[src/rtl/tlar_pkg.sv]
// Shared types, constants and the character ramp for the tile luma to ASCII core.
// Every rtl module imports this package; it depends on nothing else.
`timescale 1ns / 1ps

package tlar_pkg;

    localparam int MAX_TILE_COLS   = 128;
    localparam int MAX_LINE_PIXELS = 4096;
    localparam int RAMP_LENGTH     = 70;
    localparam int COL_W           = $clog2(MAX_TILE_COLS);
    localparam int FIFO_DEPTH      = 4;

    localparam logic [15:0] COEF_R = 16'd13933;
    localparam logic [15:0] COEF_G = 16'd46871;
    localparam logic [15:0] COEF_B = 16'd4732;

    typedef enum logic [2:0] {
        CFG_IMAGE_WIDTH    = 3'd0,
        CFG_IMAGE_HEIGHT   = 3'd1,
        CFG_TILE_COLS      = 3'd2,
        CFG_TILE_WIDTH     = 3'd3,
        CFG_TILE_HEIGHT_Q8 = 3'd4,
        CFG_TILE_ROWS      = 3'd5
    } t_cfg_idx;

    typedef enum logic [1:0] {
        DIV_IDLE,
        DIV_RUN,
        DIV_DONE
    } t_div_state;

    typedef struct packed {
        logic [7:0] red;
        logic [7:0] green;
        logic [7:0] blue;
    } t_pixel;

    typedef struct packed {
        logic [6:0] char_code;
        logic       end_of_line;
    } t_char;

    // One classified pixel on its way from the front to the accumulator.
    typedef struct packed {
        logic [COL_W-1:0] col;
        logic [7:0]       luma;
        logic             emit;
        logic             eol;
        logic [12:0]      wc;
        logic [12:0]      hc;
    } t_item;

    // Request from the accumulator to the divider.
    typedef struct packed {
        logic        start;
        logic [31:0] sum;
        logic [12:0] wc;
        logic [12:0] hc;
        logic        eol;
    } t_div_req;

    // Ramp from dark to light, as ASCII codes.
    localparam logic [6:0] RAMP_ROM [0:RAMP_LENGTH-1] = '{
        7'd36,  7'd64,  7'd66,  7'd37,  7'd56,  7'd38,  7'd87,  7'd77,  7'd35,  7'd42,
        7'd111, 7'd97,  7'd104, 7'd107, 7'd98,  7'd100, 7'd112, 7'd113, 7'd119, 7'd109,
        7'd90,  7'd79,  7'd48,  7'd81,  7'd76,  7'd67,  7'd74,  7'd85,  7'd89,  7'd88,
        7'd122, 7'd99,  7'd118, 7'd117, 7'd110, 7'd120, 7'd114, 7'd106, 7'd102, 7'd116,
        7'd47,  7'd92,  7'd124, 7'd40,  7'd41,  7'd49,  7'd123, 7'd125, 7'd91,  7'd93,
        7'd63,  7'd45,  7'd95,  7'd43,  7'd126, 7'd60,  7'd62,  7'd105, 7'd33,  7'd108,
        7'd73,  7'd59,  7'd58,  7'd44,  7'd34,  7'd94,  7'd96,  7'd39,  7'd46,  7'd32
    };

endpackage

[src/rtl/tlar_accum.sv]
// Tile column accumulator: a sum memory with read-modify-write and forwarding.
// Hands finished tile sums to the divider. Uses tlar_pkg.
`timescale 1ns / 1ps

module tlar_accum
    import tlar_pkg::*;
(
    input  logic     i_clk,
    input  logic     i_rst_n,
    input  t_item    i_head,
    input  logic     i_head_vld,
    input  logic     i_div_busy,
    output logic     o_pop,
    output t_div_req o_req
);

    logic [31:0]      r_sums [MAX_TILE_COLS];
    logic [MAX_TILE_COLS-1:0] r_sum_vld;
    logic [31:0]      r_rd;
    logic             r_rdv;
    t_item            r_a;
    logic             r_a_vld;
    logic             r_fwd_vld;
    logic [COL_W-1:0] r_fwd_col;
    logic [31:0]      r_fwd_val;

    logic [31:0] w_old, w_sum, w_wr;

    // A tile-ending pixel enters only when the divider can take it.
    assign o_pop = i_head_vld
                && (!i_head.emit || (!i_div_busy && !(r_a_vld && r_a.emit)));

    // The memory read misses the write of the item just before; forward it.
    assign w_old = (r_fwd_vld && r_fwd_col == r_a.col) ? r_fwd_val
                 : (r_rdv ? r_rd : 32'd0);
    assign w_sum = w_old + {24'b0, r_a.luma};
    assign w_wr  = r_a.emit ? 32'd0 : w_sum;

    assign o_req.start = r_a_vld && r_a.emit;
    assign o_req.sum   = w_sum;
    assign o_req.wc    = r_a.wc;
    assign o_req.hc    = r_a.hc;
    assign o_req.eol   = r_a.eol;

    always_ff @(posedge i_clk) begin
        if (o_pop) begin
            r_rd <= r_sums[i_head.col];
        end
        if (r_a_vld) begin
            r_sums[r_a.col] <= w_wr;
        end
    end

    always_ff @(posedge i_clk) begin
        if (!i_rst_n) begin
            r_sum_vld <= '0;
            r_a_vld   <= 1'b0;
            r_fwd_vld <= 1'b0;
        end else begin
            r_a_vld <= o_pop;
            if (r_a_vld) begin
                r_sum_vld[r_a.col] <= 1'b1;
                r_fwd_vld          <= 1'b1;
            end
        end
    end

    always_ff @(posedge i_clk) begin
        if (o_pop) begin
            r_a   <= i_head;
            r_rdv <= r_sum_vld[i_head.col];
        end
        if (r_a_vld) begin
            r_fwd_col <= r_a.col;
            r_fwd_val <= w_wr;
        end
    end

endmodule

[config.mk]
export PLATFORM = sky130hd
export DESIGN_NAME = tlar_accum
export DESIGN_NICKNAME = d
export VERILOG_FILES = /design/src/rtl/tlar_pkg.sv /design/src/rtl/tlar_accum.sv
export SDC_FILE = /design/constraint.sdc
export NUM_CORES = 2
export LEC_CHECK = 0
export BUFFER_PORTS_ARGS = -buffer_cell sky130_fd_sc_hd__buf_2
export CORE_MARGIN = 4
export CORE_UTILIZATION = 50
export CTS_BUF_LIST = sky130_fd_sc_hd__clkbuf_8 sky130_fd_sc_hd__clkbuf_16
export CTS_CLUSTER_SIZE = 20
export DETAILED_ROUTE_END_ITERATION = 8
export GPL_TIMING_DRIVEN = 0
export PLACE_DENSITY = 0.65
export SLEW_MARGIN = 40
export SYNTH_ARGS = -nofsm -noshare
export SYNTH_HDL_FRONTEND = slang
export SYNTH_SLANG_ARGS = --single-unit
[constraint.sdc]
create_clock -name i_clk -period 30.2 [get_ports i_clk]
set_clock_uncertainty 0.1 [all_clocks]
set_input_delay 3.02 -clock i_clk [delete_from_list [all_inputs] [get_ports i_clk]]
set_output_delay 3.02 -clock i_clk [all_outputs]
set_load 0.05 [all_outputs]
# Word level (Yosys, flattened, before mapping)
# Memories as Yosys holds them, arrays and structs flattened. A register that Yosys moved wholly into a read port is not among the register bits.
# Index checks and enable logic that the tools add are counted.
[classes]
addsub = 1
magnitude_cmp = 3
eq_ne = 1
mux = 9
bitwise = 1
n_reduce_logical = 9
[op_table]
columns = ["cell", "n"]
rows = [
  ["128-bit OR", 1],
  ["32-bit two-way mux", 3],
  ["32-bit by 8-bit adder with 32-bit output", 1],
  ["7-bit by 8-bit < comparator with 1-bit output (second input constant)", 2],
  ["1-bit binary-select mux with 7-bit select", 1],
  ["1-bit demux with 7-bit select", 1],
  ["7-bit == test", 1],
  ["7-bit by 1-bit >= comparator with 1-bit output (second input constant)", 1],
  ["1-bit logical AND", 5],
  ["1-bit two-way mux", 4],
  ["1-bit zero test", 3],
  ["1-bit logical OR", 1],
]
[totals]
ff_bits = 213
mem_bits_rw = 4096
in_bits = 47
out_inout_bits = 61
word_cells = 37
memories = 1
[mem_list]
columns = ["name", "depth", "word_bits", "read_ports", "rd_clocked_by_memory_dff", "wr", "line_no", "source"]
rows = [
  ["r_sums", 128, 32, 1, 1, 1, "tlar_accum.sv:17", "logic [31:0] r_sums [MAX_TILE_COLS];"],
]

# Longest topological paths before layout
[depth]
depth_word = 5
depth_mapped = 17
depth_no_buf = 14

# Worst setup path after synthesis
# No wires, ideal clock.
[synth_path]
path_type = "reg-to-reg"
start = "register r_a[40] in the netlist's numbering"
end = "register r_fwd_val[22], data pin"
setup_time_ps = 1161
t_arrival_ps = 8374
t_required_ps = 28939
setup_slack_ps = 20565
path_stages_with_launch = 18
path_cell_list = "edfxtp_1 buf_4 xnor2_1 nand4_1 nor2_1 clkbuf_1 buf_1 nand2_1 nand2_1 ha_1 inv_1 fa_1 nor2b_1 o31ai_1 a21oi_1 nand3_1 and3_1 nor3_1"
[synth_between]
elab_chain_cells = 5
[synth_rtl]
columns = ["element", "line_no", "source"]
rows = [
  ["start: declaration", "tlar_accum.sv:21", "t_item r_a;"],
  ["start signal: assignment", "tlar_accum.sv:70", "r_a <= i_head;"],
  ["7-bit == test", "tlar_accum.sv:34", "assign w_old = (r_fwd_vld && r_fwd_col == r_a.col) ? r_fwd_val"],
  ["1-bit logical AND", "tlar_accum.sv:34", ""],
  ["32-bit two-way mux", "tlar_accum.sv:34", ""],
  ["32-bit by 8-bit adder with 32-bit output", "tlar_accum.sv:36", "assign w_sum = w_old + {24'b0, r_a.luma};"],
  ["32-bit two-way mux", "tlar_accum.sv:37", "assign w_wr = r_a.emit ? 32'd0 : w_sum;"],
  ["via w_wr[22]", "tlar_accum.sv:27", "logic [31:0] w_old, w_sum, w_wr;"],
  ["end signal: assignment", "tlar_accum.sv:75", "r_fwd_val <= w_wr;"],
  ["end: declaration", "tlar_accum.sv:25", "logic [31:0] r_fwd_val;"],
]
# The timed path passes the listed nets, and every way through them passes these cells.
# A chain may end at the register's enable or synchronous reset.

==> run metrics <==
die area=0.342 sq mm; first-pass detailed-route iteration total=8; vias per cell=6.37; height of the die=585 um; Post-Syn Nets=7,705; Clock Tree Buf Depth=4; status=completed; input/output buffers=106; routability cong.=0.933; YS warnings=0; Core Area=0.331 sq mm; post-CTS resize count=0; Die X=585 um; Final Cycle Share=34.5%; # IOs=108; first-pass GRT wire length=637 mm; grt ovf=0; worst skew pair latency=0.99 ns; critical path data required time=27.08 ns; met1 WL=170 mm; Sw Pwr=2.73 mW; cell count after synthesis=7,649; post-synthesis area per instance=21.7 sq um; WL final=448 mm; H-Tree Depth=5; GRT Total Usage=26.2%; most frequent CP cell=nor2_1; Adder-Cell Fraction of Synth Area=0.0723%; P_int=9.89 mW; Initial Util=50.3%; crit-path max FO=10; Synth area leaders=edfxtp_1, mux4_2, nand3_1; Switching Share=21.6%; initial antenna violation count=17; overall power=12.6 mW; root buf cell=clkbuf_16; DRC errors left=0; static leakage=63.3 nW; met3 wire length=46.2 mm; Arr. time, crit path=7.29 ns; area growth from synthesis to layout=17.8%; largest net degree at the start of global routing=70; Worst setup EP type=output port; sequential area share after synthesis=77.6%; Comb power frac=5.6%; met2 WL=213 mm; Slew Limit Fails=0; RSZ-0062 raised after global routing=false; Setup Viol. Count Final=0; largest family of logic cells by synthesized area=multiplexers; nets@finish=8,714; post-route ant nets=0; number of synthesized register bits=4,341; mux contribution to synthesized area=15.5%; CTS Sinks=4,341; Worst-Margin Slew=0.992 ns; Post-synth EDFFs=4,211; area leader, netlist=edfxtp_1; power density over the cells=64.4 mW/mm^2; VDD IR-drop max=74.3 uV; area share of xor/xnor cells in the synthesized design=0.153%; FFs w/ async S/R, synth=0%; CTS Buf Count=429; layout cells sized above 1=30.4%; Startpoint Class=flop; top sig layer=met5; max-cap viol count=0; Slowest Stage Delay on Critical Path=0.62 ns; minimum clock period=10.41 ns; Fin. Hold Viols=0; CTS hold repair buffers=0; Row Count=211; setup_tns=0 ns; Mapped Area=0.166 sq mm; Compound-Gate Fraction of Synth Area=1.80%; Fmax=96.1 MHz; Clock transition at path regs=0.06 ns; register share of total power=52.7%; setup bufs post-CTS=0; DR iter-0 viols=11,200; clock power share=41.8%; CTS tree=done; CP max stage cell=a21oi_2; post-DR wirelength/cell=33.5 um; worst hold path type=flop to flop; critical path cell sequence=buf_4, xnor2_1, nand4_1, nor2_1, clkbuf_1, buf_1, o21ai_0, ha_1, a211oi_1, o21a_1, a21oi_2, o221ai_2, o31a_1, nor2_1, buf_2; number of global-route vias before repair=85,300; dominant synthesized flop cell=edfxtp_1; Crit path buffers/inverters=4; Worst Path Class, Setup=flop to output port; Synth top area share=76.1%; top cell family by delay on the critical path=compound AO/OA/AOI/OAI gates; Vias=85,200; headroom to the max-slew limit=33.6%; synth unique cells=55; Final HPWL DP=320 mm; post-synthesis simple-gate area fraction=3.53%
## per-layer routing
metal  up-vias  GRT usage (%)
met5         -              0
met4         6           9.62
met3       739           6.18
met2      4499           41.0
met1     45600           36.3
li1      34400              -
## path summary, 6_finish.rpt
check	startpoint	to	slack, ns	cells past startpoint
max	r_a[40]	o_req[56]	19.79	15
max reg2reg	r_a[40]	r_sums[9][23]	22.24	21
min reg2reg	r_a[42]	r_fwd_col[6]	0.34	0
min	r_a[42]	r_fwd_col[6]	0.34	0
## synth_stat cells (36+ instances only)
master / instances
a211o_1: 64
a21oi_1: 62
a22oi_1: 36
a31oi_1: 59
buf_1: 51
buf_2: 114
buf_4: 43
clkbuf_1: 280
dfxtp_1: 130
edfxtp_1: 4211
mux2i_1: 40
mux4_2: 1122
nand2_1: 107
nand3_1: 585
nand4_1: 145
nor2_1: 214
o21a_1: 133
## flip-flops by register name, summed over array words and instances (netlist names)
| name | cells |
|---|---|
| r_sums | 4096 |
| r_sum_vld | 128 |
| r_fwd_val | 32 |
| r_rd | 32 |
| o_req | 27 |
| r_a | 16 |
| r_fwd_col | 7 |
| r_a_vld | 1 |
| r_fwd_vld | 1 |
| r_rdv | 1 |
## kinds of logic after synthesis
logic type | after synthesis
buffers and inverters | 505
and+or+nand+nor | 1178
xor gates and xnor gates | 29
adders and majority gates | 9
DFF | 4341
AOI/OAI and AO/OA | 423
muxes | 1164
## final cells by class
class	instances	area, sq um
multi-input cells	2803	36300
repair buffers	578	8770
clock buffers	462	11400
fillers	23100	135000
clock inverters	328	2610
diodes	8	20.0
well taps	4366	5460
plain buffers	495	2290
inverters	10	37.5
flip-flops and latches	4341	129000
## power by group through the flow
stage	registers (mW)	clock network [mW]	logic, mW
6_report	6.64	5.27	0.706
5_1_grt	6.64	5.60	0.737
4_1_cts	6.64	5.34	0.705
3_5_place_dp	6.77	0	0.702
3_3_place_gp	6.82	0	0.614
2_1_floorplan	6.79	0	0.367
## cell usage in the layout (no fill, tap or decap), drive strengths merged, types with 5 or more instances in the layout
master    synthesis  routed
nor2b            28      28
inv              10     109
clkinv            0     179
clkbuf          280     743
ha                8       8
nor2            214     214
a211o            64      64
nand3b            5       5
nand4           145     145
and3             29      29
and2              9       9
and4             11      11
nor3             19      19
nand3           585     585
a21oi            62      62
nand2           107     107
mux4           1122    1122
o21ai             9       9
mux2i            40      40
xor2              9       9
a22oi            36      36
buf             215     792
o21a            133     133
dfxtp           130     130
clkinvlp          0      13
bufinv            0      37
a211oi            5       5
xnor2            20      20
a31oi            59      59
edfxtp         4211    4211
nor4              5       5
o22ai            32      32
diode             0       8
## through the flow
step                      cells  hold slack (ns)  util [%]  setup WS (ns)  instance area [sq um]
final                     13400            0.345      59.2          19.79                 196000
after global placement    12100            0.330      52.1          11.38                 172000
after floorplan            7649            0.321         -          20.57                 166000
after CTS                 13400            0.344      59.2          19.88                 196000
after global routing      13400            0.371      59.2          19.58                 196000
after detailed placement  12600            0.332      55.0          20.98                 182000
Note: power is estimated with default switching activity, not from simulation.
