### config.mk
export PLATFORM = sky130hd
export DESIGN_NAME = tlar_div
export DESIGN_NICKNAME = d
export VERILOG_FILES = /design/src/rtl/tlar_pkg.sv /design/src/rtl/tlar_div.sv
export SDC_FILE = /design/constraint.sdc
export NUM_CORES = 1
export LEC_CHECK = 0
export BUFFER_PORTS_ARGS = -buffer_cell sky130_fd_sc_hd__buf_2
export CAP_MARGIN = 20
export CORE_UTILIZATION = 35
export DETAILED_ROUTE_END_ITERATION = 8
export PLACE_DENSITY = 0.56
export SYNTH_ARGS = -nofsm -noshare
export SYNTH_HDL_FRONTEND = slang
export SYNTH_SLANG_ARGS = --single-unit
### constraint.sdc
create_clock -name i_clk -period 16.7 [get_ports i_clk]
set_input_delay 2.505 -clock i_clk [delete_from_list [all_inputs] [get_ports i_clk]]
set_output_delay 2.505 -clock i_clk [all_outputs]
set_load 0.05 [all_outputs]
### src/rtl/tlar_pkg.sv
// Shared types, constants and the character ramp for the tile luma to ASCII core.
// Every rtl module imports this package; it depends on nothing else.
`timescale 1ns / 1ps

package tlar_pkg;

    localparam int MAX_TILE_COLS   = 128;
    localparam int MAX_LINE_PIXELS = 4096;
    localparam int RAMP_LENGTH     = 70;
    localparam int COL_W           = $clog2(MAX_TILE_COLS);
    localparam int FIFO_DEPTH      = 4;

    localparam logic [15:0] COEF_R = 16'd13933;
    localparam logic [15:0] COEF_G = 16'd46871;
    localparam logic [15:0] COEF_B = 16'd4732;

    typedef enum logic [2:0] {
        CFG_IMAGE_WIDTH    = 3'd0,
        CFG_IMAGE_HEIGHT   = 3'd1,
        CFG_TILE_COLS      = 3'd2,
        CFG_TILE_WIDTH     = 3'd3,
        CFG_TILE_HEIGHT_Q8 = 3'd4,
        CFG_TILE_ROWS      = 3'd5
    } t_cfg_idx;

    typedef enum logic [1:0] {
        DIV_IDLE,
        DIV_RUN,
        DIV_DONE
    } t_div_state;

    typedef struct packed {
        logic [7:0] red;
        logic [7:0] green;
        logic [7:0] blue;
    } t_pixel;

    typedef struct packed {
        logic [6:0] char_code;
        logic       end_of_line;
    } t_char;

    // One classified pixel on its way from the front to the accumulator.
    typedef struct packed {
        logic [COL_W-1:0] col;
        logic [7:0]       luma;
        logic             emit;
        logic             eol;
        logic [12:0]      wc;
        logic [12:0]      hc;
    } t_item;

    // Request from the accumulator to the divider.
    typedef struct packed {
        logic        start;
        logic [31:0] sum;
        logic [12:0] wc;
        logic [12:0] hc;
        logic        eol;
    } t_div_req;

    // Ramp from dark to light, as ASCII codes.
    localparam logic [6:0] RAMP_ROM [0:RAMP_LENGTH-1] = '{
        7'd36,  7'd64,  7'd66,  7'd37,  7'd56,  7'd38,  7'd87,  7'd77,  7'd35,  7'd42,
        7'd111, 7'd97,  7'd104, 7'd107, 7'd98,  7'd100, 7'd112, 7'd113, 7'd119, 7'd109,
        7'd90,  7'd79,  7'd48,  7'd81,  7'd76,  7'd67,  7'd74,  7'd85,  7'd89,  7'd88,
        7'd122, 7'd99,  7'd118, 7'd117, 7'd110, 7'd120, 7'd114, 7'd106, 7'd102, 7'd116,
        7'd47,  7'd92,  7'd124, 7'd40,  7'd41,  7'd49,  7'd123, 7'd125, 7'd91,  7'd93,
        7'd63,  7'd45,  7'd95,  7'd43,  7'd126, 7'd60,  7'd62,  7'd105, 7'd33,  7'd108,
        7'd73,  7'd59,  7'd58,  7'd44,  7'd34,  7'd94,  7'd96,  7'd39,  7'd46,  7'd32
    };

endpackage

### src/rtl/tlar_div.sv
// Restoring divider for the tile average, ramp lookup and the output register.
// One quotient bit per cycle. Uses tlar_pkg.
`timescale 1ns / 1ps

module tlar_div
    import tlar_pkg::*;
(
    input  logic     i_clk,
    input  logic     i_rst_n,
    input  t_div_req i_req,
    input  logic     i_stall,
    output logic     o_busy,
    output logic     o_valid,
    output t_char    o_char
);

    t_div_state r_state, n_state;
    logic [31:0] r_num;
    logic [24:0] r_den, r_rem;
    logic [4:0]  r_cnt;
    logic        r_eol;
    logic        r_out_vld;
    t_char       r_out;

    logic [25:0] w_shift;
    logic        w_ge;
    logic [25:0] w_rem_sub;
    logic [32:0] w_avg;
    logic [14:0] w_prod, w_q255;
    logic [6:0]  w_idx;
    logic        w_load;
    logic [25:0] w_den_prod;

    assign w_shift   = {r_rem, r_num[31]};
    assign w_ge      = w_shift >= {1'b0, r_den};
    assign w_rem_sub = w_shift - {1'b0, r_den};
    assign w_den_prod = 26'(i_req.wc) * 26'(i_req.hc);

    // Index 69*avg/255; for avg of 255 or more it saturates at the ramp end.
    assign w_avg  = {1'b0, r_num} + 33'd1;
    assign w_prod = 15'(w_avg[7:0]) * 15'd69;
    assign w_q255 = (w_prod + (w_prod >> 8) + 15'd1) >> 8;
    assign w_idx  = (w_avg >= 33'd255) ? 7'(RAMP_LENGTH - 1) : w_q255[6:0];

    assign w_load  = (r_state == DIV_DONE) && (!r_out_vld || !i_stall);
    assign o_busy  = r_state != DIV_IDLE;
    assign o_valid = r_out_vld;
    assign o_char  = r_out;

    always_ff @(posedge i_clk) begin
        if (!i_rst_n) begin
            r_state <= DIV_IDLE;
        end else begin
            r_state <= n_state;
        end
    end

    always_comb begin
        n_state = r_state;
        case (r_state)
            DIV_IDLE: begin
                if (i_req.start) begin
                    n_state = DIV_RUN;
                end
            end
            DIV_RUN: begin
                if (r_cnt == 5'd31) begin
                    n_state = DIV_DONE;
                end
            end
            DIV_DONE: begin
                if (w_load) begin
                    n_state = DIV_IDLE;
                end
            end
            default: n_state = DIV_IDLE;
        endcase
    end

    always_ff @(posedge i_clk) begin
        if (r_state == DIV_IDLE && i_req.start) begin
            r_num <= i_req.sum;
            r_den <= w_den_prod[24:0];
            r_rem <= '0;
            r_cnt <= '0;
            r_eol <= i_req.eol;
        end else if (r_state == DIV_RUN) begin
            r_num <= {r_num[30:0], w_ge};
            r_rem <= w_ge ? w_rem_sub[24:0] : w_shift[24:0];
            r_cnt <= r_cnt + 1'b1;
        end
    end

    always_ff @(posedge i_clk) begin
        if (!i_rst_n) begin
            r_out_vld <= 1'b0;
        end else if (w_load) begin
            r_out_vld <= 1'b1;
        end else if (!i_stall) begin
            r_out_vld <= 1'b0;
        end
    end

    always_ff @(posedge i_clk) begin
        if (w_load) begin
            r_out.char_code <= RAMP_ROM[w_idx];
            r_out.end_of_line <= r_eol;
        end
    end

endmodule

# After elaboration in Yosys (flattened, before gate mapping)
# Memory sizes are Yosys's and may differ from the RTL's. A register that Yosys moved wholly into a read port is not among the register bits.
# Index checks and enable logic that the tools add are counted.
[word_totals]
wordCells = 45
in_bits = 63
output_inout_bits = 10
romBits = 896
reg_bits = 92
n_memories = 1
[memory_table]
columns = ["name", "depth", "word_bits", "read_ports", "rd_clocked_by_memory_dff", "wr", "line", "source"]
rows = [
  ["(name not given)", 128, 7, 1, 1, 0, "tlar_div.sv:106", "r_out.char_code <= RAMP_ROM[w_idx];"],
]
[classes]
addsub = 5
reduce_logical = 9
n_eq_ne = 7
mux = 10
n_bitwise = 1
mul = 2
magnitude_cmp = 2
[ops]
columns = ["op", "count"]
rows = [
  ["32-bit two-way mux", 2],
  ["32-bit by 1-bit adder with 33-bit output (second input constant)", 1],
  ["33-bit by 8-bit greater-or-equal comparator with 1-bit output (second input constant)", 1],
  ["26-bit by 25-bit greater-or-equal comparator with 1-bit output", 1],
  ["13-bit by 13-bit multiplier with 25-bit output", 1],
  ["25-bit two-way mux", 1],
  ["25-bit subtractor", 1],
  ["15-bit by 1-bit adder with 15-bit output (second input constant)", 1],
  ["15-bit by 7-bit adder with 15-bit output", 1],
  ["8-bit by 7-bit multiplier with 15-bit output (second input constant)", 1],
  ["7-bit NOT with 8-bit output", 1],
  ["7-bit two-way mux", 1],
  ["2-bit two-way mux", 3],
  ["2-bit inequality test (second input constant)", 3],
  ["2-bit one-hot mux with 3 select lines", 1],
  ["5-bit by 1-bit adder with 5-bit output (second input constant)", 1],
  ["5-bit equality test (second input constant)", 1],
  ["2-bit nonzero test", 2],
  ["3-bit AND reduction", 1],
  ["2-bit by 1-bit equality test with 1-bit output (second input constant)", 1],
  ["2-bit equality test (second input constant)", 1],
  ["1-bit logical AND", 2],
  ["1-bit logical NOT", 2],
  ["2-bit logical NOT", 1],
  ["other kinds (3)", 4],
]

# Depth between registers and ports, before layout
[depth]
ltp_word = 6
ltp_mapped = 34
mapped_depth_nobuf = 31

# Worst setup path before layout
# No wires, ideal clock.
[synth_timing]
path_type = "input to register"
from = "input i_req[4] (netlist name)"
to = "register r_den[24], data pin"
arrival_time_ps = 7615
setup_time_ps = 260
path_buffers = 1
t_required_ps = 16440
path_slack_ps = 8825
cell_stages = 25
cell_sequence = "clkbuf_1 nand2_1 fa_1 inv_1 fa_1 inv_1 fa_1 inv_1 ha_1 inv_1 fa_1 inv_1 ha_1 a21oi_1 o21bai_1 a21oi_1 o21bai_1 a21oi_1 o21ai_0 o41a_1 nand3_1 a31oi_1 a21o_1 a21oi_1 xnor2_1"
[synth_between]
elab_chain_len = 1
[synth_lines]
columns = ["item", "line", "source"]
rows = [
  ["start: declaration", "tlar_div.sv:10", "input t_div_req i_req,"],
  ["13-bit by 13-bit multiplier with 25-bit output", "tlar_div.sv:37", "assign w_den_prod = 26'(i_req.wc) * 26'(i_req.hc);"],
  ["named net w_den_prod[24]", "tlar_div.sv:32", "logic [25:0] w_den_prod;"],
  ["end signal: assignment", "tlar_div.sv:83", "r_den <= w_den_prod[24:0];"],
  ["end: declaration", "tlar_div.sv:19", "logic [24:0] r_den, r_rem;"],
]
# The timed path passes the listed nets, and every way through them passes these cells.
# A chain may end at the register's enable or synchronous reset.

# Worst setup path after layout
[layout_timing]
from = "register r_num[1]"
to = "register o_char[5] (netlist name)"
[layout_between]
elab_chain_len = 6
elab_cells_between_ends = 7
classes_between = "add/sub: 3; mul: 1; order compare: 1; mux: 1; bitwise: 1"
[layout_lines]
columns = ["item", "line", "source"]
rows = [
  ["start: declaration", "tlar_div.sv:18", "logic [31:0] r_num;"],
  ["start signal: assignment", "tlar_div.sv:82", "r_num <= i_req.sum;"],
  ["start signal: assignment", "tlar_div.sv:88", "r_num <= {r_num[30:0], w_ge};"],
  ["32-bit by 1-bit adder with 33-bit output *", "tlar_div.sv:40", "assign w_avg = {1'b0, r_num} + 33'd1;"],
  ["8-bit by 7-bit multiplier with 15-bit output", "tlar_div.sv:41", "assign w_prod = 15'(w_avg[7:0]) * 15'd69;"],
  ["15-bit by 7-bit adder with 15-bit output", "tlar_div.sv:42", "assign w_q255 = (w_prod + (w_prod >> 8) + 15'd1) >> 8;"],
  ["15-bit by 1-bit adder with 15-bit output", "tlar_div.sv:42", ""],
  ["7-bit two-way mux *", "tlar_div.sv:43", "assign w_idx = (w_avg >= 33'd255) ? 7'(RAMP_LENGTH - 1) : w_q255[6:0];"],
  ["7-bit NOT with 8-bit output (implied by the code) *", "tlar_div.sv:106", ""],
]
# Every way passes the cells marked *; elsewhere a longest branch is shown, timed or not.

==> results.py <==
metrics = {
    "layout": {
        "drive_above_1_share_pct": 10.0,
        "antenna_cells": 0,
        "layout.nets": 1812,
        "syn2layout_area_growth_pct": 8.19,
        "final_common_cell": "nand2_1",
        "final_cell_mix": "nand2_1, inv_1, ha_1",
        "final_area_mm2": 0.0140,
        "n_fill_cell": 3688,
        "multi_input_area_mm2": 0.00939,
        "regArea_mm2": 0.00264,
    },
    "synthesis": {
        "synth_seq_area_share_pct": 20.4,
        "synthTopCellsByArea": "fa_1, edfxtp_1, ha_1",
        "yosysTopAreaCell": "fa_1",
        "synth_cell_types": 80,
        "synth_area_mm2": 0.0130,
        "synth_ff_type": "edfxtp_1",
        "ys.warnings.count": 0,
        "ys_seq_elements": 99,
        "syn_nets": 1777,
        "synth_edf_count": 66,
        "netlist_instances": 1457,
        "async_flop_share_pct": 0,
        "syn_avg_cell_area_um2": 8.89,
        "synth_top_area_share_pct": 18.9,
    },
    "clock_network": {
        "postCtsSetupBuffers": 0,
        "path_clk_slew_ns": 0.08,
        "cts_hold_buf": 0,
        "h-tree-depth": 3,
        "clk_path_buf_depth": 2,
        "numCtsBuffers": 9,
        "cts_sinks": 99,
        "worstSkewPairLatency_ns": 0.36,
        "post_cts_resized": 0,
        "cts-root-buf": "clkbuf_16",
        "cts_tree": "done",
    },
    "worst_hold_path": {
        "min-delay-start": "r_eol$_DFFE_PP_",
        "hold_class": "flip-flop to flip-flop",
        "whs_path_depth": 0,
        "hold_end": "o_char[0]$_DFFE_PP_",
    },
    "setup_path": {
        "slowest_delay_ns": 0.57,
        "cp_slowest_cell": "ha_1",
        "required_ns": 16.81,
        "worstReg2RegStart": "r_num[1]$_DFFE_PP_",
        "rr_endpoint": "o_char[5]$_DFFE_PP_",
        "arrival_ns": 8.21,
        "critPathKind": "flip-flop to flip-flop",
        "worst_setup_path_start_kind": "flip-flop",
        "cp_num_buf_inv": 1,
        "r2r_cells": 30,
        "reg2reg_slack_ns": 8.60,
        "critPathMostFrequentCell": "ha_1",
        "cp_max_fo": 11,
        "end_kind": "flip-flop",
        "path_delay_family": "adder cells",
    },
    "drt": {
        "wl_per_cell_um": 15.5,
        "vias": 10189,
        "vias_per_cell": 5.19,
        "drt_wl_total_um": 30400,
        "drt_pass1_iterations": 6,
        "drt_iter0_markers": 580,
        "ant_nets": 0,
        "drc": 0,
    },
    "place": {
        "io_buffers": 72,
        "placed_area_mm2": 0.0137,
        "pre_cts_slack_ns": 8.34,
        "gp_congestion": 0.900,
        "hpwl_um": 24000,
    },
    "flow_run": {
        "maxCapViolCount": 0,
    },
    "floorplan": {
        "core-area_mm2": 0.0365,
        "num_rows": 70,
        "die_h_um": 194,
        "start_util_pct": 35.5,
        "die-area_mm2": 0.0378,
        "die_width_um": 194,
        "io_pins": 73,
    },
    "pwr": {
        "design_power_total_mw": 2.67,
        "p_leak_nw": 6.44,
        "ir_drop_mv": 0.103,
        "power.density_mw_per_mm2": 191,
    },
    "global_route": {
        "antenna_found_initial": 0,
        "grt_usage_pct": 16.4,
        "overflow": 0,
        "grt_pass1_wl_um": 50900,
        "first_global_vias": 10131,
        "grt_max_degree": 52,
    },
    "sta": {
        "rsz0062_at_grt": "no",
        "hold_viol": 0,
        "drv_slew": 0,
        "fin_ws_ns": 8.60,
        "fin_skew_ns": 0.0127,
        "fmax_mhz": 123,
        "period_minus_slack_ns": 8.10,
        "finalSetupViolCount": 0,
        "worst_slew_pin_slew_ns": 0.970,
        "relSlewSlack_pct": 35.3,
        "fin_crit_sh_pct": 48.5,
        "finalSetupTns_ns": 0,
    },
    "status": {
        "status": "completed",
    },
}
## final cells by class
| type | count | area share, % |
|---|---|---|
| clock inverters | 7 | 0.482 |
| well taps | 468 | 4.18 |
| repair buffers | 78 | 2.89 |
| multi-input cells | 1117 | 67.0 |
| clock buffers | 9 | 1.61 |
| flip-flops and latches | 99 | 18.9 |
| inverters | 187 | 5.01 |
## where the power goes
group          switching, mW  leakage, nW  internal (mW)
registers             0.0460        0.905          0.387
clock network          0.107        0.141          0.105
logic                   1.19         5.40          0.842
total                   1.34         6.44           1.33
## stage by stage
step	hold WS (ns)	std cells	util (%)
after floorplan	0.400	1457	-
after global placement	0.417	1948	37.6
after detailed placement	0.422	1948	37.6
after CTS	0.441	1964	38.4
after global routing	0.444	1965	38.4
final	0.434	1965	38.4
## flip-flops by register name, summed over array words and instances (netlist names)
signal / cells
r_eol: 1
r_rem: 25
r_state: 2
r_den: 25
o_char: 8
r_num: 32
r_cnt: 5
o_valid: 1
## metal layers
layer  vias up  wire, um  part of all wire [%]  GRT usage [%]
li1       5001         -                     -              -
met1      4898     14800                    49           22.9
met2       254     13800                    45           26.6
met4         0       487                   1.6           4.32
met3        36      1340                   4.4           2.17
met5         -         0                     0              0
## Yosys cell counts, types with 6 or more instances
master and number:
or2_2 6, dfxtp_1 33, mux2i_1 20, xnor2_1 43, a31oi_1 9, ha_1 135, mux2_2 29, xor2_1 20
nand2b_1 12, o31ai_1 6, fa_1 122, o21bai_1 9, nor2b_1 15, clkbuf_1 40, nor4_1 7, inv_1 187
nand4_1 18, nor2_1 66, nand3_1 23, nand2_1 207, o22ai_1 7, nor3_1 16, and2_1 72, a21oi_1 60
a211oi_1 8, buf_2 7, o21ai_0 71, a21o_1 18, and3_1 10, edfxtp_1 66, o21a_1 10, a21boi_0 6
## worst register-to-register path: cells and delay by family, from the launching register on
family,cells,cell delay (ns)
simple gates,9,1.99
xor+xnor,3,0.97
fa+ha+maj,7,2.41
compound gates,10,1.83
buf+inv,1,0.23
flops,1,0.45
## cells by family (layout without fill, tap and decap cells)
family / count (synthesis) / count (layout) / synth area share (%)
buf+inv: 241 / 281 / 7.20
compound gates: 264 / 264 / 13.4
simple gates: 480 / 480 / 18.2
xor+xnor: 67 / 67 / 4.76
fa+ha+maj: 257 / 257 / 31.9
mux: 49 / 49 / 4.07
flops: 99 / 99 / 20.4
## worst max-delay path by stage
stage | startpoint | slack [ns] | depth (start not counted) | end
2_1_floorplan | i_req[4] | 8.83 | 25 | r_den[24]$_DFFE_PP_
3_3_place_gp | i_req[4] | 8.44 | 24 | r_den[24]$_DFFE_PP_
3_5_place_dp | i_req[16] | 8.34 | 24 | r_den[24]$_DFFE_PP_
4_1_cts | i_req[16] | 8.71 | 24 | r_den[24]$_DFFE_PP_
5_1_grt | r_num[1]$_DFFE_PP_ | 7.77 | 30 | o_char[5]$_DFFE_PP_
6_report | r_num[1]$_DFFE_PP_ | 8.60 | 30 | o_char[5]$_DFFE_PP_
Power figures use the tool's default switching activity.
