--- config.mk ---
export PLATFORM = sky130hd
export DESIGN_NAME = tlar_fifo
export DESIGN_NICKNAME = d
export VERILOG_FILES = /design/src/rtl/tlar_pkg.sv /design/src/rtl/tlar_fifo.sv
export SDC_FILE = /design/constraint.sdc
export NUM_CORES = 1
export LEC_CHECK = 0
export ABC_AREA = 1
export BUFFER_PORTS_ARGS = -buffer_cell sky130_fd_sc_hd__buf_2
export CAP_MARGIN = 20
export CORE_MARGIN = 2
export CORE_UTILIZATION = 61
export DETAILED_ROUTE_END_ITERATION = 6
export GPL_ROUTABILITY_DRIVEN = 0
export PLACE_DENSITY_LB_ADDON = 0.12
export SLEW_MARGIN = 20
export SYNTH_ARGS = -nofsm -noshare
export SYNTH_HDL_FRONTEND = slang
export SYNTH_SLANG_ARGS = --single-unit
--- constraint.sdc ---
create_clock -name i_clk -period 2.7 [get_ports i_clk]
set_input_delay 0.54 -clock i_clk [delete_from_list [all_inputs] [get_ports i_clk]]
set_output_delay 0.54 -clock i_clk [all_outputs]
set_load 0.05 [all_outputs]
--- src/rtl/tlar_pkg.sv ---
// Shared types, constants and the character ramp for the tile luma to ASCII core.
// Every rtl module imports this package; it depends on nothing else.
`timescale 1ns / 1ps

package tlar_pkg;

    localparam int MAX_TILE_COLS   = 128;
    localparam int MAX_LINE_PIXELS = 4096;
    localparam int RAMP_LENGTH     = 70;
    localparam int COL_W           = $clog2(MAX_TILE_COLS);
    localparam int FIFO_DEPTH      = 4;

    localparam logic [15:0] COEF_R = 16'd13933;
    localparam logic [15:0] COEF_G = 16'd46871;
    localparam logic [15:0] COEF_B = 16'd4732;

    typedef enum logic [2:0] {
        CFG_IMAGE_WIDTH    = 3'd0,
        CFG_IMAGE_HEIGHT   = 3'd1,
        CFG_TILE_COLS      = 3'd2,
        CFG_TILE_WIDTH     = 3'd3,
        CFG_TILE_HEIGHT_Q8 = 3'd4,
        CFG_TILE_ROWS      = 3'd5
    } t_cfg_idx;

    typedef enum logic [1:0] {
        DIV_IDLE,
        DIV_RUN,
        DIV_DONE
    } t_div_state;

    typedef struct packed {
        logic [7:0] red;
        logic [7:0] green;
        logic [7:0] blue;
    } t_pixel;

    typedef struct packed {
        logic [6:0] char_code;
        logic       end_of_line;
    } t_char;

    // One classified pixel on its way from the front to the accumulator.
    typedef struct packed {
        logic [COL_W-1:0] col;
        logic [7:0]       luma;
        logic             emit;
        logic             eol;
        logic [12:0]      wc;
        logic [12:0]      hc;
    } t_item;

    // Request from the accumulator to the divider.
    typedef struct packed {
        logic        start;
        logic [31:0] sum;
        logic [12:0] wc;
        logic [12:0] hc;
        logic        eol;
    } t_div_req;

    // Ramp from dark to light, as ASCII codes.
    localparam logic [6:0] RAMP_ROM [0:RAMP_LENGTH-1] = '{
        7'd36,  7'd64,  7'd66,  7'd37,  7'd56,  7'd38,  7'd87,  7'd77,  7'd35,  7'd42,
        7'd111, 7'd97,  7'd104, 7'd107, 7'd98,  7'd100, 7'd112, 7'd113, 7'd119, 7'd109,
        7'd90,  7'd79,  7'd48,  7'd81,  7'd76,  7'd67,  7'd74,  7'd85,  7'd89,  7'd88,
        7'd122, 7'd99,  7'd118, 7'd117, 7'd110, 7'd120, 7'd114, 7'd106, 7'd102, 7'd116,
        7'd47,  7'd92,  7'd124, 7'd40,  7'd41,  7'd49,  7'd123, 7'd125, 7'd91,  7'd93,
        7'd63,  7'd45,  7'd95,  7'd43,  7'd126, 7'd60,  7'd62,  7'd105, 7'd33,  7'd108,
        7'd73,  7'd59,  7'd58,  7'd44,  7'd34,  7'd94,  7'd96,  7'd39,  7'd46,  7'd32
    };

endpackage

--- src/rtl/tlar_fifo.sv ---
// Short queue of classified pixels between the front end and the accumulator.
// Uses the item type from tlar_pkg.
`timescale 1ns / 1ps

module tlar_fifo
    import tlar_pkg::*;
(
    input  logic  i_clk,
    input  logic  i_rst_n,
    input  logic  i_push,
    input  t_item i_item,
    input  logic  i_pop,
    output t_item o_item,
    output logic  o_full,
    output logic  o_empty
);

    localparam int PTR_W = $clog2(FIFO_DEPTH);

    t_item              r_mem [FIFO_DEPTH];
    logic [PTR_W-1:0]   r_wr, r_rd;
    logic [PTR_W:0]     r_count;

    assign o_full  = r_count == (PTR_W+1)'(FIFO_DEPTH);
    assign o_empty = r_count == '0;
    assign o_item  = r_mem[r_rd];

    always_ff @(posedge i_clk) begin
        if (!i_rst_n) begin
            r_wr    <= '0;
            r_rd    <= '0;
            r_count <= '0;
        end else begin
            if (i_push) begin
                r_wr <= r_wr + 1'b1;
            end
            if (i_pop) begin
                r_rd <= r_rd + 1'b1;
            end
            if (i_push && !i_pop) begin
                r_count <= r_count + 1'b1;
            end else if (i_pop && !i_push) begin
                r_count <= r_count - 1'b1;
            end
        end
    end

    always_ff @(posedge i_clk) begin
        if (i_push) begin
            r_mem[r_wr] <= i_item;
        end
    end

endmodule

# == After elaboration in Yosys (flattened, before gate mapping) ==
# Memory sizes are Yosys's and may differ from the RTL's. A register that Yosys moved wholly into a read port is not among the register bits.
# Cells that the tools add are included.
# op_classes
n_addsub,4
eq_ne,1
muxes,6
reduce_logical,6
# op_table
operator,n
$mux 3,2
$add 2x1->2 const B,2
$mux 2,2
$add 3x1->3 const B,1
$eq 3x3->1 const B,1
$logic_not 3->1,1
$sub 3x1->3 const B,1
$logic_and 1x1->1,2
$logic_not 1->1,2
$mux 1,2
$reduce_bool 2->1,1
# totals
mem_count,1
output_inout_bits,45
ff_bits,7
ram_bits,172
# memory_table
memory,words,word_bits,rd,rd_ports_with_merged_regs,write_ports,line_no,text
r_mem,4,43,1,1,1,tlar_fifo.sv:20,t_item r_mem [FIFO_DEPTH];

# == Depth between registers and ports, before layout ==
# Gate-level depths: netlist of run 1.
# logic_depth
word_depth,4
mapped_depth,10
depth_no_buf,10

# == Least setup slack after synthesis of run 1 ==
# No wires, ideal clock.
# synth_path
path_kind,reg2out
startpoint,register (tool-made name)
endpoint,output o_item[19] (netlist name)
n_path_buf,1
t_required_ns,2.160
setup_slack_ns,0.626
t_arrival_ns,1.534
path_stages_with_launch,5
cell_sequence,dfxtp_1 inv_2 clkbuf_1 o21ai_0 o22ai_1
# synth_rtl
item,line_no,text
end: declaration,tlar_fifo.sv:13,"output t_item o_item,"

==> flow_metrics.py, run 1 <==
metrics = {
    "run_status": {
        "status": "completed",
    },
    "power": {
        "power_leakage_uw": 0.002851,
        "p_per_area_nw_per_um2": 790.5,
        "vdd_drop_max_v": 0.0005810,
    },
    "floorplan": {
        "die-area_sq_um": 12000,
        "io_pins": 92,
        "die_w_um": 109.6,
        "start_util": 0.6271,
        "core_area_sq_um": 10840,
        "die_y_um": 109.6,
        "rows": 38,
    },
    "synthesis": {
        "synth-xor-area-share": 0,
        "synthCells": 473,
        "yosys-mux-area-fraction": 0,
        "yosysWarnings": 0,
        "ys_ff_latch": 181,
        "yosysUniqueCellTypes": 19,
        "synth_top_family_by_area": "compound AO/OA/AOI/OAI gates",
        "synth-seq-area-share": 0.7863,
        "yosysTopAreaCell": "edfxtp_1",
        "synthesis.area_sq_um": 6798,
        "synth_top_cell_area_share": 0.7598,
        "synth_area_leaders": "edfxtp_1 (76%), o21ai_0 (6.3%), nor2_1 (5.0%), o22ai_1 (4.0%), dfxtp_1 (2.7%)",
        "synth-simple-area-share": 0.05835,
        "postSynthAreaPerCell_sq_um": 14.37,
        "synth_nets": 526,
        "synthAdderAreaFrac": 0.01215,
        "synth_compound_area_frac": 0.1103,
    },
    "timing": {
        "drv_slew": 0,
        "worst_slew_pin_slew_ns": 0.4617,
        "setup_violations": 0,
        "fin_skew_ns": 0.004400,
        "hold_viol": 0,
        "max_freq_ghz": 0.3879,
        "rsz0062_at_grt": "true",
        "whs_ns": 0.2216,
        "post-route-min-period_ns": 2.578,
        "finalCritPeriodShare": 0.9547,
        "relSlewSlack": 0.6922,
    },
    "detailed_routing": {
        "wl_per_cell_um": 18.29,
        "vias": 4150,
        "avgViaCountPerCell": 5.716,
        "drtAntennaViolNets": 0,
        "drc": 0,
        "dr.pass1.iters": 5,
        "totalWireLength_um": 13280,
        "drt_iter0_markers": 262,
    },
    "placement": {
        "portBuffers": 91,
        "placed_cells": 694,
        "dp_hpwl_um": 7951,
    },
    "finish": {
        "layout_common_cells": "edfxtp_1 (172), nor2_1 (91), buf_2 (91)",
        "fin_nets": 626,
        "finish.utilization": 0.7299,
        "stdcell_count": 726,
        "layout-drive-gt1-share": 0.2444,
        "syn2layout_area_growth_pct": 16.40,
        "final_common_cell": "edfxtp_1",
    },
    "global_routing": {
        "gr-usage-all-layers": 0.2337,
        "grt_antenna_before_repair": 1,
        "grt_max_degree": 47,
        "grt-ovfl-total": 0,
        "grt_use_met1": 0.2845,
        "busiest_layer": "met2",
        "use_met3": 0.05928,
        "grt_pass1_wl_um": 20310,
        "grt_pass1_vias": 4175,
        "grt_use_met2": 0.3977,
    },
    "worst_setup_path": {
        "start_kind": "register",
        "reg2reg_depth": 5,
        "critPathMaxFanout": 24,
        "crit_path_end": "o_item[34]",
        "critical_path_class": "reg2out",
        "end_kind": "output pin",
        "rrSetupSlack_ns": 1.30,
        "arrival_ns": 2.04,
        "cp_data_required_time_ns": 2.16,
        "reg2reg_to": "r_mem[0][38]$_DFFE_PP_",
        "regToRegStartpoint": "r_wr[0]$_SDFFE_PN0P_",
    },
    "min_path": {
        "hold_class": "in2reg",
    },
    "clock_tree": {
        "cts_buffers": 17,
        "clock_latency_ns": 0.53,
        "cts_tree": "yes",
        "hold_buffers": 0,
        "clock-root-buffer": "clkbuf_8",
        "cts_buffer_depth": 2,
        "cts_sinks": 181,
        "clkSlewWorstSetupHoldPaths_ns": 0.07,
        "htreeDepth": 4,
        "postCtsSetupBuffers": 0,
    },
    "flow_run": {
        "drv_cap": 0,
    },
}
## synthesized netlist by cell type (all sizes together)
master  number
buf         15
dfxtp        9
fa           1
clkbuf      11
nand4        1
nor2        91
nand3        1
nor3         2
a21oi        4
o21ai       92
ha           5
nand2        9
o22ai       43
edfxtp     172
inv         17
## worst max-delay path, cell delays in order (launching register included)
cell and delay [ns]:
dfxtp_2 0.49, buf_4 0.32, o21ai_0 0.13, o22ai_1 0.25, buf_2 0.31
## through the flow
stage / power [uW] / setup slack [ns] / setup TNS [ns] / area (sq um)
3_5_place_dp: 4148 / 0.6808 / 0 / 7390
6_report: 6255 / 0.1223 / 0 / 7913
3_3_place_gp: 4119 / 0.7373 / 0 / 7390
2_1_floorplan: 3903 / 0.6256 / 0 / 6798
5_1_grt: 6468 / -0.008323 / -0.01085 / 7910
4_1_cts: 6292 / 0.1116 / 0 / 7910
## routing by layer
metal  routed length [um]  vias up
li1                     -     1959
met4                  166        0
met1                 5314     2046
met2                 6990      134
met5                    0        -
met3                  807       11
## report_power, final
part / switching, uW / internal, uW / total, uW / leakage [uW]
logic: 652 / 191 / 843 / 0.000947
clock network: 1030 / 1140 / 2170 / 0.000249
registers: 38.6 / 3200 / 3240 / 0.00165
## repair_timing
| action | CTS | global route |
|---|---|---|
| hold endpoints to repair | 0 | 0 |
| setup endpoints to repair | 0 | 2 |
| resized for setup | 0 | 0 |
## worst min path at each step
stage | startpoint | end | slack (ns) | cells after the start
floorplan | r_rd[1]$_SDFFE_PN0P_ | register | 0.41 | 1
global placement | r_rd[1]$_SDFFE_PN0P_ | register | 0.42 | 1
detailed placement | r_rd[1]$_SDFFE_PN0P_ | register | 0.45 | 1
CTS | i_item[36] | r_mem[1][36]$_DFFE_PP_ | 0.21 | 1
global route | i_item[31] | r_mem[0][31]$_DFFE_PP_ | 0.21 | 1
finish | i_item[13] | r_mem[0][13]$_DFFE_PP_ | 0.22 | 1
## state kept, by name, indices dropped and copies added (netlist names), named ones only
| signal | flops |
|---|---|
| r_mem | 172 |
| r_count | 3 |
| r_wr | 2 |
| r_rd | 2 |
## cell type report
type	count	area, sq um
diodes	1	2.502
repair buffers	107	575.6
fillers	719	2928
clock inverters	13	102.6
clock buffers	18	417.9
flip-flops and latches	181	5346
multi-input cells	249	1229
well taps	140	175.2
inverters	17	63.81
## logic make-up after synthesis
logic type / count (synthesis)
AND/OR/NAND/NOR: 104
adder cells (fa/ha/maj): 6
AO/OA/AOI/OAI: 139
flip-flops: 181
buffers and inverters: 43
No activity file was read; power rests on OpenSTA's default activity.
==> run 2, diff against run 1 <==
--- a/config.mk
+++ b/config.mk
@@ -9,7 +9,7 @@
 export BUFFER_PORTS_ARGS = -buffer_cell sky130_fd_sc_hd__buf_2
 export CAP_MARGIN = 20
 export CORE_MARGIN = 2
-export CORE_UTILIZATION = 61
+export CORE_UTILIZATION = 39
 export DETAILED_ROUTE_END_ITERATION = 6
 export GPL_ROUTABILITY_DRIVEN = 0
 export PLACE_DENSITY_LB_ADDON = 0.12
==> constraint.sdc (replaced) <==
create_clock -name i_clk -period 2.7 [get_ports i_clk]
set_input_delay 0.27 -clock i_clk [delete_from_list [all_inputs] [get_ports i_clk]]
set_output_delay 0.27 -clock i_clk [all_outputs]
set_load 0.05 [all_outputs]
==> run 2 against run 1 <==
Net effect: power up 2.3%; utilization down 26 points; maximum frequency up 16%; global-route usage down 7.5 points; via count down 2.4%; sequential power about the same; register-to-register slack worse by 0.29 ns; non-clock buffer count down 5; count of clock-buffer cells in the layout up 1; largest cell class unchanged.
==> flow_metrics.py, run 2 (synthesized netlist as in run 1, its figures left out) <==
metrics = {
    "floorplan": {
        "die_w_um": 136.0,
        "rows": 48,
        "io_pins": 92,
        "core_area_sq_um": 17180,
        "start_util": 0.3958,
        "die-area_sq_um": 18500,
        "die_y_um": 136.0,
    },
    "global_routing": {
        "grt_antenna_before_repair": 1,
        "grt_pass1_vias": 3964,
        "grt_max_degree": 87,
        "grt-ovfl-total": 0,
        "grt_pass1_wl_um": 21820,
        "gr-usage-all-layers": 0.1588,
    },
    "finish": {
        "multi_input_area_sq_um": 1229,
        "fin_nets": 621,
        "syn2layout_area_growth_pct": 18.74,
        "reg.largest.list": "r_mem (172), r_count (3)",
        "layout_common_cells": "edfxtp_1 (172), nor2_1 (91), buf_2 (91)",
        "top_register": "r_mem",
        "final_common_cell": "edfxtp_1",
        "fill_cells": 1582,
        "finish.utilization": 0.4699,
        "layout-drive-gt1-share": 0.2362,
        "regArea_sq_um": 5348,
        "largest_reg_flops": 172,
    },
    "detailed_routing": {
        "dr.pass1.iters": 6,
        "drt_iter0_markers": 294,
        "drtAntennaViolNets": 0,
        "vias": 4052,
        "wl_per_cell_um": 17.72,
        "totalWireLength_um": 14280,
        "avgViaCountPerCell": 5.027,
        "drc": 0,
    },
    "power": {
        "seqPwrFrac": 0.506,
        "total_power_uw": 6400,
        "vdd_drop_max_v": 0.0004585,
        "power_leakage_uw": 0.002867,
        "clkPwrFrac": 0.360,
        "switchingPower_uw": 1659,
        "swShare": 0.2592,
        "p_per_area_nw_per_um2": 792.9,
        "combPwrFrac": 0.134,
        "p_int_uw": 4741,
    },
    "worst_setup_path": {
        "cpPeakStageDelay_ns": 0.34,
        "critical_path_class": "reg2out",
        "crit_buf_inv": 3,
        "cp_data_required_time_ns": 2.43,
        "critPathMaxFanout": 76,
        "crit_slowest_cell": "dfxtp_2",
        "path_delay_family": "buffers and inverters",
        "end_kind": "output pin",
        "arrival_ns": 1.96,
        "cp_cell_sequence": "inv_2 -> buf_12 -> o21ai_0 -> o22ai_1 -> buf_2",
        "start_kind": "register",
    },
    "clock_tree": {
        "clock_latency_ns": 0.42,
        "cts_resized": 0,
        "htreeDepth": 4,
        "clock-root-buffer": "clkbuf_16",
        "clkSlewWorstSetupHoldPaths_ns": 0.06,
        "cts_tree": "yes",
        "cts_buffers": 17,
        "cts_buffer_depth": 2,
        "hold_buffers": 0,
        "postCtsSetupBuffers": 0,
        "cts_sinks": 181,
    },
    "timing": {
        "max_freq_ghz": 0.4487,
        "setup_ws_ns": 0.4711,
        "drv_slew": 0,
        "post-route-min-period_ns": 2.229,
        "hold_viol": 0,
        "finalCritPeriodShare": 0.8255,
        "relSlewSlack": 0.6080,
        "whs_ns": 0.06023,
        "setup_violations": 0,
        "worst_slew_pin_slew_ns": 0.5871,
        "rsz0062_at_grt": "false",
        "fin_skew_ns": 0.005519,
        "setup_tns_ns": 0,
    },
    "placement": {
        "portBuffers": 91,
        "dp_slack_ns": 0.8820,
        "dp_hpwl_um": 8151,
    },
    "flow_run": {
        "drv_cap": 0,
    },
    "run_status": {
        "status": "completed",
    },
    "min_path": {
        "hold_class": "in2reg",
    },
}
[run 2: worst register-to-register path: cells and delay by family (launching register included)]
| family | cells | cell delay, ns |
|---|---|---|
| DFF | 1 | 0.37 |
| buffers and inverters | 2 | 0.79 |
| adders and majority gates | 1 | 0.16 |
| and+or+nand+nor | 1 | 0.06 |
[run 2: metrics by stage]
step                cell area (sq um)  cells
finish                           8071    806
floorplan                        6798    473
detailed placement               7522    774
global route                     8069    805
global placement                 7522    774
CTS                              8069    805
[run 2: final timing paths]
check	startpoint	slack (ns)	end	cells after the start
hold reg to reg	r_rd[1]$_SDFFE_PN0P_	0.44	register	1
setup / recovery	register	0.47	o_item[10]	5
setup reg to reg	r_wr[0]$_SDFFE_PN0P_	1.01	r_mem[3][5]$_DFFE_PP_	4
hold / removal	i_item[33]	0.06	r_mem[1][33]$_DFFE_PP_	1
[run 2: final cells by class]
| cell class | instances | area share |
|---|---|---|
| Antenna cell | 1 | 0.0003100 |
| Tap cell | 225 | 0.03488 |
| Multi-Input combinational cell | 249 | 0.1522 |
| Clock inverter | 12 | 0.01411 |
| Sequential cell | 181 | 0.6625 |
| Clock buffer | 19 | 0.05364 |
| Inverter | 17 | 0.007906 |
| Timing Repair Buffer | 102 | 0.07441 |
[run 2: routing by layer]
layer | track usage | part of all wire
met2 | 0.2574 | 0.49
met3 | 0.04586 | 0.047
met1 | 0.2086 | 0.45
met5 | 0 | 0
met4 | 0.04688 | 0.011
[run 2: power groups by stage]
stage / registers (uW) / logic, uW / clock network (uW)
floorplan: 3290 / 611 / 0
finish: 3240 / 860 / 2300
global route: 3240 / 930 / 2460
detailed placement: 3300 / 874 / 0
global placement: 3290 / 867 / 0
CTS: 3240 / 876 / 2360
